$ cat config.mk
export PLATFORM = sky130hd
export DESIGN_NAME = base32_stream_encoder_unit
export DESIGN_NICKNAME = d
export VERILOG_FILES = /design/src/hw/rtl/b32se_pkg.sv /design/src/hw/rtl/b32se_front.sv /design/src/hw/rtl/b32se_jobq.sv /design/src/hw/rtl/b32se_back.sv /design/src/hw/rtl/base32_stream_encoder_unit.sv
export SDC_FILE = /design/constraint.sdc
export NUM_CORES = 1
export LEC_CHECK = 0
export ABC_AREA = 1
export BUFFER_PORTS_ARGS = -buffer_cell sky130_fd_sc_hd__buf_2
export CAP_MARGIN = 25
export CORE_AREA = 4 4 128 130
export CTS_CLUSTER_SIZE = 30
export DETAILED_ROUTE_END_ITERATION = 8
export DIE_AREA = 0 0 132 134
export PLACE_DENSITY = 0.77
export SLEW_MARGIN = 15
export SYNTH_ARGS = -nofsm -noshare
export SYNTH_HDL_FRONTEND = slang
export SYNTH_SLANG_ARGS = --single-unit
$ cat constraint.sdc
create_clock -name clk -period 5.03 [get_ports clk]
set_clock_uncertainty 0.1 [all_clocks]
set_input_delay 0.2515 -clock clk [delete_from_list [all_inputs] [get_ports clk]]
set_output_delay 0.2515 -clock clk [all_outputs]
set_load 0.05 [all_outputs]
$ cat src/hw/rtl/b32se_pkg.sv
package b32se_pkg;

	// configuration register indexes
	localparam int CFG_IDX_W = 1;
	localparam int CFG_DATA_W = 2;
	localparam logic [CFG_IDX_W-1:0] REG_ALPHABET = 1'b0;
	localparam logic [CFG_IDX_W-1:0] REG_PAD = 1'b1;

	// alphabet codes; the unused code falls back to base32hex
	localparam logic [1:0] ALPHA_STD = 2'd0;
	localparam logic [1:0] ALPHA_HEX = 2'd1;
	localparam logic [1:0] ALPHA_CROCK = 2'd2;

	// item function codes
	localparam logic FUNC_DATA = 1'b0;
	localparam logic FUNC_CLOSE = 1'b1;

	localparam logic [7:0] PAD_CHAR = 8'h3D;
	localparam logic [2:0] GROUP_FULL = 3'd4;
	localparam logic [3:0] SYMS_PER_GROUP = 4'd8;

	// alphabets, first symbol in the top byte
	localparam logic [255:0] STR_STD = "ABCDEFGHIJKLMNOPQRSTUVWXYZ234567";
	localparam logic [255:0] STR_HEX = "0123456789ABCDEFGHIJKLMNOPQRSTUV";
	localparam logic [255:0] STR_CROCK = "0123456789ABCDEFGHJKMNPQRSTVWXYZ";

	typedef struct packed {
		logic       func;
		logic [7:0] data_byte;
	} in_t;

	typedef struct packed {
		logic [7:0] out_char;
		logic       last;
	} out_t;

	// one encode job: up to five bytes, symbol count, burst length
	typedef struct packed {
		logic [39:0] value;
		logic [3:0]  syms;
		logic [3:0]  total;
		logic [1:0]  alpha;
	} job_t;

	// symbols produced by a partial group of 0..4 bytes
	function automatic logic [3:0] sym_count(input logic [2:0] n);
		logic [3:0] r;
		begin
			case (n)
				3'd1: r = 4'd2;
				3'd2: r = 4'd4;
				3'd3: r = 4'd5;
				3'd4: r = 4'd7;
				default: r = 4'd0;
			endcase
			return r;
		end
	endfunction

	// 5-bit symbol to ascii through the selected alphabet
	function automatic logic [7:0] map_symbol(input logic [1:0] alpha, input logic [4:0] idx);
		logic [7:0]   pos;
		logic [255:0] str;
		begin
			pos = 8'd255 - {idx, 3'b000};
			case (alpha)
				ALPHA_STD: str = STR_STD;
				ALPHA_CROCK: str = STR_CROCK;
				default: str = STR_HEX;
			endcase
			return str[pos -: 8];
		end
	endfunction

endpackage

$ cat src/hw/rtl/b32se_front.sv
module b32se_front (
	input  logic                 clk,
	input  logic                 arst_n,
	input  logic                 accept,
	input  b32se_pkg::in_t       item,
	input  logic [1:0]           alpha,
	input  logic                 pad,
	output logic                 job_push,
	output b32se_pkg::job_t      job
);

	logic [2:0] cnt_q;
	logic [7:0] bytes_q [4];
	logic [7:0] sel [4];
	logic       is_data;
	logic       is_fifth;
	logic [3:0] syms;

	// classify the item
	assign is_data = (item.func == b32se_pkg::FUNC_DATA);
	assign is_fifth = is_data && (cnt_q == b32se_pkg::GROUP_FULL);

	// held bytes, zero beyond the fill level
	always_comb begin
		for (int i = 0; i < 4; i++) begin
			sel[i] = (3'(i) < cnt_q) ? bytes_q[i] : 8'h00;
		end
	end

	// job build
	always_comb begin
		syms = is_fifth ? b32se_pkg::SYMS_PER_GROUP : b32se_pkg::sym_count(cnt_q);
		job.value = {sel[0], sel[1], sel[2], sel[3], is_fifth ? item.data_byte : 8'h00};
		job.syms = syms;
		job.total = (is_fifth || pad) ? b32se_pkg::SYMS_PER_GROUP : syms;
		job.alpha = alpha;
		job_push = accept && (is_fifth || (!is_data && (cnt_q != 3'd0)));
	end

	// group fill level
	always_ff @(posedge clk or negedge arst_n) begin
		if (!arst_n) begin
			cnt_q <= 3'd0;
		end else if (accept) begin
			if (is_data && !is_fifth) begin
				cnt_q <= cnt_q + 3'd1;
			end else begin
				cnt_q <= 3'd0;
			end
		end
	end

	// byte store
	always_ff @(posedge clk) begin
		if (accept && is_data && !is_fifth) begin
			bytes_q[cnt_q[1:0]] <= item.data_byte;
		end
	end

endmodule

$ cat src/hw/rtl/b32se_jobq.sv
module b32se_jobq (
	input  logic            clk,
	input  logic            arst_n,
	input  logic            push,
	input  b32se_pkg::job_t wr_job,
	output logic            full,
	input  logic            pop,
	output logic            valid,
	output b32se_pkg::job_t rd_job
);

	b32se_pkg::job_t mem [2];
	logic       wr_ptr_q;
	logic       rd_ptr_q;
	logic [1:0] cnt_q;

	assign full = (cnt_q == 2'd2);
	assign valid = (cnt_q != 2'd0);
	assign rd_job = mem[rd_ptr_q];

	// pointers and fill level
	always_ff @(posedge clk or negedge arst_n) begin
		if (!arst_n) begin
			wr_ptr_q <= 1'b0;
			rd_ptr_q <= 1'b0;
			cnt_q <= 2'd0;
		end else begin
			if (push) begin
				wr_ptr_q <= ~wr_ptr_q;
			end
			if (pop) begin
				rd_ptr_q <= ~rd_ptr_q;
			end
			if (push && !pop) begin
				cnt_q <= cnt_q + 2'd1;
			end else if (pop && !push) begin
				cnt_q <= cnt_q - 2'd1;
			end
		end
	end

	// storage
	always_ff @(posedge clk) begin
		if (push) begin
			mem[wr_ptr_q] <= wr_job;
		end
	end

endmodule

$ cat src/hw/rtl/b32se_back.sv
module b32se_back (
	input  logic            clk,
	input  logic            arst_n,
	input  logic            job_valid,
	input  b32se_pkg::job_t job,
	output logic            job_pop,
	input  logic            pop,
	output logic            empty,
	output b32se_pkg::out_t rd_data
);

	logic [39:0] val_q;
	logic [3:0]  syms_q;
	logic [3:0]  total_q;
	logic [1:0]  alpha_q;
	logic [2:0]  idx_q;
	logic        busy_q;

	b32se_pkg::out_t oq_mem [2];
	logic       oq_wr_q;
	logic       oq_rd_q;
	logic [1:0] oq_cnt_q;

	logic            emit;
	logic            done;
	logic            load;
	logic            rd_xfer;
	b32se_pkg::out_t sym;

	// symbol step control
	always_comb begin
		emit = busy_q && (oq_cnt_q != 2'd2);
		done = emit && (({1'b0, idx_q} + 4'd1) == total_q);
		load = job_valid && (!busy_q || done);
		job_pop = load;
		rd_xfer = pop && (oq_cnt_q != 2'd0);
		sym.out_char = ({1'b0, idx_q} < syms_q)
			? b32se_pkg::map_symbol(alpha_q, val_q[39:35]) : b32se_pkg::PAD_CHAR;
		sym.last = (({1'b0, idx_q} + 4'd1) == total_q);
	end

	// current job, shifted five bits per symbol
	always_ff @(posedge clk or negedge arst_n) begin
		if (!arst_n) begin
			busy_q <= 1'b0;
			idx_q <= 3'd0;
		end else if (load) begin
			busy_q <= 1'b1;
			idx_q <= 3'd0;
		end else if (done) begin
			busy_q <= 1'b0;
		end else if (emit) begin
			idx_q <= idx_q + 3'd1;
		end
	end

	always_ff @(posedge clk) begin
		if (load) begin
			val_q <= job.value;
			syms_q <= job.syms;
			total_q <= job.total;
			alpha_q <= job.alpha;
		end else if (emit) begin
			val_q <= {val_q[34:0], 5'd0};
		end
	end

	// output queue pointers
	always_ff @(posedge clk or negedge arst_n) begin
		if (!arst_n) begin
			oq_wr_q <= 1'b0;
			oq_rd_q <= 1'b0;
			oq_cnt_q <= 2'd0;
		end else begin
			if (emit) begin
				oq_wr_q <= ~oq_wr_q;
			end
			if (rd_xfer) begin
				oq_rd_q <= ~oq_rd_q;
			end
			if (emit && !rd_xfer) begin
				oq_cnt_q <= oq_cnt_q + 2'd1;
			end else if (rd_xfer && !emit) begin
				oq_cnt_q <= oq_cnt_q - 2'd1;
			end
		end
	end

	// output queue storage
	always_ff @(posedge clk) begin
		if (emit) begin
			oq_mem[oq_wr_q] <= sym;
		end
	end

	assign empty = (oq_cnt_q == 2'd0);
	assign rd_data = oq_mem[oq_rd_q];

endmodule

$ cat src/hw/rtl/base32_stream_encoder_unit.sv
// channel   | handshake                  | payload
// ----------+----------------------------+---------------------------
// input     | push / full                | wr_data  (func, data_byte)
// result    | pop / empty                | rd_data  (out_char, last)
// config    | cfg_valid / cfg_ready      | cfg_index, cfg_data
//
// An item is taken in every cycle while the two-entry job queue has room.
// Characters leave the symbol emitter at one per cycle while the output queue has room;
// a full group gives eight characters, so the sustained rate is set by the emitter.
// After the fifth byte or close, the job passes the job queue, emitter and output queue.
// Reset clears all control state and both config registers; cfg_ready is always high.
module base32_stream_encoder_unit (
	input  logic                                 clk,
	input  logic                                 arst_n,
	input  logic                                 push,
	output logic                                 full,
	input  b32se_pkg::in_t                       wr_data,
	output logic                                 empty,
	input  logic                                 pop,
	output b32se_pkg::out_t                      rd_data,
	input  logic                                 cfg_valid,
	output logic                                 cfg_ready,
	input  logic [b32se_pkg::CFG_IDX_W-1:0]      cfg_index,
	input  logic [b32se_pkg::CFG_DATA_W-1:0]     cfg_data
);

	logic [1:0]      alpha_q;
	logic            pad_q;
	logic            accept;
	logic            job_push;
	logic            job_pop;
	logic            job_valid;
	b32se_pkg::job_t wr_job;
	b32se_pkg::job_t rd_job;

	assign cfg_ready = 1'b1;
	assign accept = push && !full;

	// configuration registers
	always_ff @(posedge clk or negedge arst_n) begin
		if (!arst_n) begin
			alpha_q <= b32se_pkg::ALPHA_STD;
			pad_q <= 1'b0;
		end else if (cfg_valid) begin
			case (cfg_index)
				b32se_pkg::REG_ALPHABET: alpha_q <= cfg_data[1:0];
				b32se_pkg::REG_PAD: pad_q <= cfg_data[0];
				default: ;
			endcase
		end
	end

	b32se_front u_front (
		.clk      (clk),
		.arst_n   (arst_n),
		.accept   (accept),
		.item     (wr_data),
		.alpha    (alpha_q),
		.pad      (pad_q),
		.job_push (job_push),
		.job      (wr_job)
	);

	b32se_jobq u_jobq (
		.clk    (clk),
		.arst_n (arst_n),
		.push   (job_push),
		.wr_job (wr_job),
		.full   (full),
		.pop    (job_pop),
		.valid  (job_valid),
		.rd_job (rd_job)
	);

	b32se_back u_back (
		.clk       (clk),
		.arst_n    (arst_n),
		.job_valid (job_valid),
		.job       (rd_job),
		.job_pop   (job_pop),
		.pop       (pop),
		.empty     (empty),
		.rd_data   (rd_data)
	);

endmodule

# [Word level (Yosys, flattened, before mapping)]
# Memory sizes are Yosys's and may differ from the RTL's.
# Index checks and enable logic that the tools add are counted.
[word_totals] ff_bits=68 ramBits=150 inputBits=17 output_inout_bits=12 word_cells=112 mem_count=3
[classes] add_sub_neg=8 n_lt_le_gt_ge=5 n_eq_ne=9 shifts=1 muxes=28 n_bitwise=6 n_reduce_logical=37
[memory_table] name="u_jobq.mem" words=2 width=50 read_ports=1 rd_ports_with_merged_regs=0 write_ports=1 line_no="b32se_jobq.sv:12" text="b32se_pkg::job_t mem [2];"
[memory_table] name="u_front.bytes_q" words=4 width=8 read_ports=4 rd_ports_with_merged_regs=0 write_ports=1 line_no="b32se_front.sv:13" text="logic [7:0] bytes_q [4];"
[memory_table] name="u_back.oq_mem" words=2 width=9 read_ports=1 rd_ports_with_merged_regs=0 write_ports=1 line_no="b32se_back.sv:19" text="b32se_pkg::out_t oq_mem [2];"
[op_table] op="$pmux W255 S2" count=1
[op_table] op="$shiftx A263 B9 Y8" count=1
[op_table] op="$mux W40" count=2
[op_table] op="$mux W8" count=6
[op_table] op="$logic_and A1 B1 Y1" count=15
[op_table] op="$mux W3" count=4
[op_table] op="$pmux W3 S4" count=1
[op_table] op="$reduce_bool A2 Y1" count=6
[op_table] op="$mux W1" count=8
[op_table] op="$mux W2" count=4
[op_table] op="$mux W4" count=2
[op_table] op="$sub A8 B8 Y8 const A" count=1
[op_table] op="$logic_not A1 Y1" count=7
[op_table] op="$add A3 B1 Y3 const B" count=2
[op_table] op="$eq A3 B2 Y1 const B" count=2
[op_table] op="$lt A1 B3 Y1 const A" count=2
[op_table] op="$lt A2 B3 Y1 const A" count=2
[op_table] op="$not A1 Y1" count=6
[op_table] op="$reduce_and A2 Y1" count=3
[op_table] op="$add A2 B1 Y2 const B" count=2
[op_table] op="$add A3 B1 Y4 const B" count=1
[op_table] op="$eq A2 B2 Y1 const B" count=2
[op_table] op="$eq A4 B4 Y1" count=1
[op_table] op="$logic_not A2 Y1" count=2
[op_table] op="7 further kinds" count=11

# [Depth between registers and ports, before layout]
[logic_depth] word_depth=8 ltp_mapped=14 mapped_depth_nobuf=13

# [Cells and area by module]
# Synthesis repeated with hierarchy kept, for this count alone.
[hier_totals] cells_unflattened=784 hier_area_um2=9689.3
[modules_own_cells] module="b32se_jobq" n_inst=1 cells_each=181 area_each_um2=4067.7 seq_area_each_um2=3103.0
[modules_own_cells] module="b32se_back" n_inst=1 cells_each=411 area_each_um2=3814.9 seq_area_each_um2=2182.1
[modules_own_cells] module="b32se_front" n_inst=1 cells_each=173 area_each_um2=1661.6 seq_area_each_um2=1036.0
[modules_own_cells] module="base32_stream_encoder_unit" n_inst=1 cells_each=19 area_each_um2=145.1 seq_area_each_um2=75.1

# [Least setup slack after synthesis]
# No wires, ideal clock.
[synth_timing] kind="reg2reg" start="reg u_front.cnt_q[0]" end="mem u_jobq.mem[1][0] (netlist bit) (enable)" setup_time_ns=0.460 t_arrival_ns=3.241 required_time_ns=4.470 path_slack_ns=1.229 stages_incl_launch_ff=9 n_path_buf=0 period_less_slack_ns=3.801 path_cell_list="dfrtp_1 inv_1 ha_1 nand2_1 inv_2 a21oi_1 nor2_1 inv_2 nor2_1"
[synth_between] elab_chain_len=6 word_cells_on_any_way=8 classes_between="eq/ne (1); mux (2); reduce/logical (5)"
[synth_lines] item="start, declared" line_no="b32se_front.sv:12" text="logic [2:0] cnt_q;"
[synth_lines] item="start signal, assigned" line_no="b32se_front.sv:46" text="cnt_q <= cnt_q + 3'd1;"
[synth_lines] item="$eq A3 B3 Y1 / $reduce_bool A3 Y1 (equally long branches)" line_no="b32se_front.sv:21, b32se_front.sv:37"
[synth_lines] item="$logic_and A1 B1 Y1, on equally long branches" line_no="b32se_front.sv:21, b32se_front.sv:37"
[synth_lines] item="$logic_or A1 B1 Y1 *" line_no="b32se_front.sv:37" text="job_push = accept && (is_fifth || (!is_data && (cnt_q != 3'd0)));"
[synth_lines] item="$logic_and A1 B1 Y1 *" line_no="b32se_front.sv:37"
[synth_lines] item="net job_push" line_no="base32_stream_encoder_unit.sv:30" text="logic job_push;"
[synth_lines] item="$mux W1 *" line_no="b32se_jobq.sv:44" text="if (push) begin"
[synth_lines] item="$mux W1 (implied by the code) *" line_no="b32se_jobq.sv:45" text="mem[wr_ptr_q] <= wr_job;"
[synth_lines] item="end, declared" line_no="b32se_jobq.sv:12"
# The timed path passes the listed nets; every way through them passes the cells marked *.

# [Worst setup path after layout]
[layout_timing] start="reg u_back.idx_q[0]" end="reg u_jobq.cnt_q[1]"
[layout_between] elab_chain_len=8 word_cells_on_any_way=10 classes_between="add/sub (1); eq/ne (1); mux (1); reduce/logical (7)"
[layout_lines] item="start, declared" line_no="b32se_back.sv:16" text="logic [2:0] idx_q;"
[layout_lines] item="start signal, assigned" line_no="b32se_back.sv:53" text="idx_q <= idx_q + 3'd1;"
[layout_lines] item="$add A3 B1 Y4 *" line_no="b32se_back.sv:33" text="done = emit && (({1'b0, idx_q} + 4'd1) == total_q);"
[layout_lines] item="$eq A4 B4 Y1 *" line_no="b32se_back.sv:33"
[layout_lines] item="$logic_and A1 B1 Y1 *" line_no="b32se_back.sv:33"
[layout_lines] item="$logic_or A1 B1 Y1 *" line_no="b32se_back.sv:34" text="load = job_valid && (!busy_q || done);"
[layout_lines] item="$logic_and A1 B1 Y1 *" line_no="b32se_back.sv:34"
[layout_lines] item="$logic_not A1 Y1" line_no="b32se_jobq.sv:34" text="if (push && !pop) begin"
[layout_lines] item="$logic_and A1 B1 Y1" line_no="b32se_jobq.sv:34"
[layout_lines] item="$mux W2 / $reduce_bool A2 Y1 (equally long branches)"
[layout_lines] item="end signal, assigned" line_no="b32se_jobq.sv:35" text="cnt_q <= cnt_q + 2'd1;"
[layout_lines] item="end signal, assigned" line_no="b32se_jobq.sv:37" text="cnt_q <= cnt_q - 2'd1;"
[layout_lines] item="end, declared" line_no="b32se_jobq.sv:15" text="logic [1:0] cnt_q;"
# Every way passes the cells marked *; elsewhere a longest branch is shown, timed or not.
# A chain may end at the register's enable or synchronous reset.

==> reports/results.ini <==
[outcome]
status = finished, final reports clean

[global_routing]
grt_use_total_pct = 19.4
grt_start_max_net_pins = 83
grt_pass1_vias = 5457
antenna_found_initial = 0
grt_first_pass_wirelength_um = 27600
globalRoute.totalOverflow = 0

[route]
drt_iter0_markers = 478
dr.pass1.iters = 5
drcViolationCount = 0
finalWirelength_um = 16700
vias_per_cell = 5.46
wire_per_inst_um = 16.7
vias = 5445
ant_nets = 0

[placement]
dp_hpwl_um = 11100
place_area_mm2 = 0.00936
place_congestion = 0.790
port_buffers = 26

[floorplan]
die_area_mm2 = 0.0177
ioPinCount = 29
core_mm2 = 0.0151
fp-row-count = 45
dieWidth_um = 132
start_util_pct = 59.8
die_y_um = 134

[logic_synthesis]
ys.flop_type = edfxtp_1
ys_seq_area_share_pct = 70.7
synth_xor_area_share_pct = 0.677
synth-compound-area-share_pct = 5.34
synthAdderAreaFrac_pct = 2.21
yosysTopAreaCell = edfxtp_1
synth_nets = 780
netlist_area_mm2 = 0.00905
syn_avg_cell_area_um2 = 12.1
syn_inst = 747
yosys-top-cells-count = edfxtp_1 (198), nand2_1 (164), inv_1 (80)
synthMuxAreaShare_pct = 3.99
yosysWarningCount = 0
synth_top_family_by_area = simple AND/OR/NAND/NOR gates
synth_area_leaders = edfxtp_1 (66%), nand2_1 (6.8%), dfrtp_1 (5.0%), mux2i_1 (3.9%), inv_1 (3.3%)
synth.top_cell.area_share_pct = 65.7
synth-seq-cells = 216
yosysMostFrequentCell = edfxtp_1
synth-edff-count = 198
synthArstFlopShare_pct = 8.33
synthSimpleGateAreaFrac_pct = 11.4
ys_types = 36

[finish]
area_growth_pct = 12.6
layout-drive-gt1-share_pct = 10.6
nNetsFinal = 828
postLayoutCellArea_mm2 = 0.0102
fillerInstances = 1058
regArea_mm2 = 0.00640
multi_input_area_mm2 = 0.00216
post-route-util_pct = 67.3
diodes = 0

[sta]
maxSlewViolCount = 0
rsz0062_at_grt = false
max_slew_margin_pct = 42.8
fin_crit_ns = 3.09
hold_slack_ns = 0.0455
setup_tns_ns = 0
fmax_mhz = 324
tightest_slew_ns = 0.856
period_share_pct = 61.4
setup_violations = 0
hold_violations = 0

[power_and_ir_drop]
p_leak_nw = 4.29
total_power_w = 0.00634
powerDensity_mw_per_mm2 = 622
vdd_drop_max_mv = 0.488

[clock_tree]
htreeDepth = 1
cts.sinks = 216
postCtsSetupRepairBufs = 0
cts_resized = 0
insertion_delay_ns = 0.49
cts-hold-fix-buffers = 14
cts-root-buf = clkbuf_16
clk_pin_slew_ns = 0.06
cts_buffers = 22
cts_tree = done
cts.path.max_buffers = 3

[critical_path]
critPathLaunchType = flip-flop
critPathArrivalTime_ns = 3.35
endpoint_kind = flip-flop
required_ns = 5.30
worstSetupPathType = reg2reg
crit_fanout = 82

[flow_run]
drv_cap = 0

[hold_path]
hp-class = in2reg

==> cells in the final DEF (no fill, tap or decap), types with 5 or more instances in the layout <==
cell,netlist,layout
edfxtp_1,198,198
nand3_1,17,17
inv_2,19,19
clkbuf_16,0,23
mux2i_1,35,35
buf_2,4,26
clkinv_1,3,9
o21ai_1,45,45
dlygate4sd3_1,0,14
clkbuf_1,7,5
a21oi_1,21,21
ha_1,16,16
dfrtp_1,18,17
inv_1,80,80
nand2_1,164,164
o211ai_1,9,9
nor2_1,69,67
==> critical path, stage by stage (launching register included) <==
cell and delay [ns]:
dfrtp_1 0.44, ha_1 0.36, inv_1 0.06, nand2_1 0.05
nand2_1 0.06, nand2_1 0.06, nor2_1 0.17, nand3_2 0.13
nand2_2 0.11, nand2_4 0.41, ha_1 0.52, a21oi_1 0.17
o21ai_1 0.11, xor2_1 0.15
==> report_power, final <==
part / total, W / internal, W / switching (W)
combinational: 0.00190 / 0.000568 / 0.00133
clock: 0.00156 / 0.000936 / 0.000622
sequential: 0.00289 / 0.00263 / 0.000258
total: 0.00634 / 0.00414 / 0.00221
==> cell families after synthesis <==
group | Yosys count
buffers and inverters | 123
AOI/OAI and AO/OA | 87
DFF | 216
muxes | 36
and+or+nand+nor | 260
other | 2
adders and majority gates | 16
xor gates and xnor gates | 7
==> through the flow <==
step | worst slack (ns) | std cells
floorplan | 1.23 | 747
global route | 1.67 | 998
CTS | 2.00 | 998
detailed placement | 2.03 | 945
finish | 1.94 | 998
global placement | 2.15 | 944
==> final timing paths <==
path,from,to,slack [ns],depth (start not counted)
setup / recovery,u_back.idx_q[0],u_jobq.cnt_q[1],1.94,13
hold / removal,cfg_valid,alpha_q[0],0.05,3
setup reg to reg,u_back.idx_q[0],u_jobq.cnt_q[1],1.94,13
hold reg to reg,alpha_q[1],u_jobq.mem[1][1],0.38,0
max in group asynchronous,arst_n,u_jobq.rd_ptr_q,4.31,2
min in group asynchronous,arst_n,u_jobq.rd_ptr_q,0.18,2
==> per-layer routing <==
layer  up-vias  share of wire, %  GRT usage (%)
met5         -                 0              0
met4         0               2.0           4.96
met3        29               4.7           2.70
met2       151                51           34.4
met1      2627                42           25.4
li1       2638                 -              -
==> state kept, by name (all words and copies together) (netlist names), 2 cells and up <==
register         flops
u_jobq.mem         100
u_front.cnt_q        3
u_back.val_q        40
u_front.bytes_q     32
u_jobq.cnt_q         2
u_back.oq_mem       16
u_back.oq_cnt_q      2
u_back.total_q       4
alpha_q              2
u_back.syms_q        4
u_back.idx_q         3
u_back.alpha_q       2
==> cell type report <==
class | instances | area share (%)
sequential | 216 | 62.8
timing repair buffer | 45 | 3.14
clock buffer | 28 | 5.83
inverter | 102 | 3.76
tap | 188 | 2.31
multi-input combinational | 408 | 21.2
clock inverter | 11 | 1.02
No activity file was read; power rests on OpenSTA's default activity.
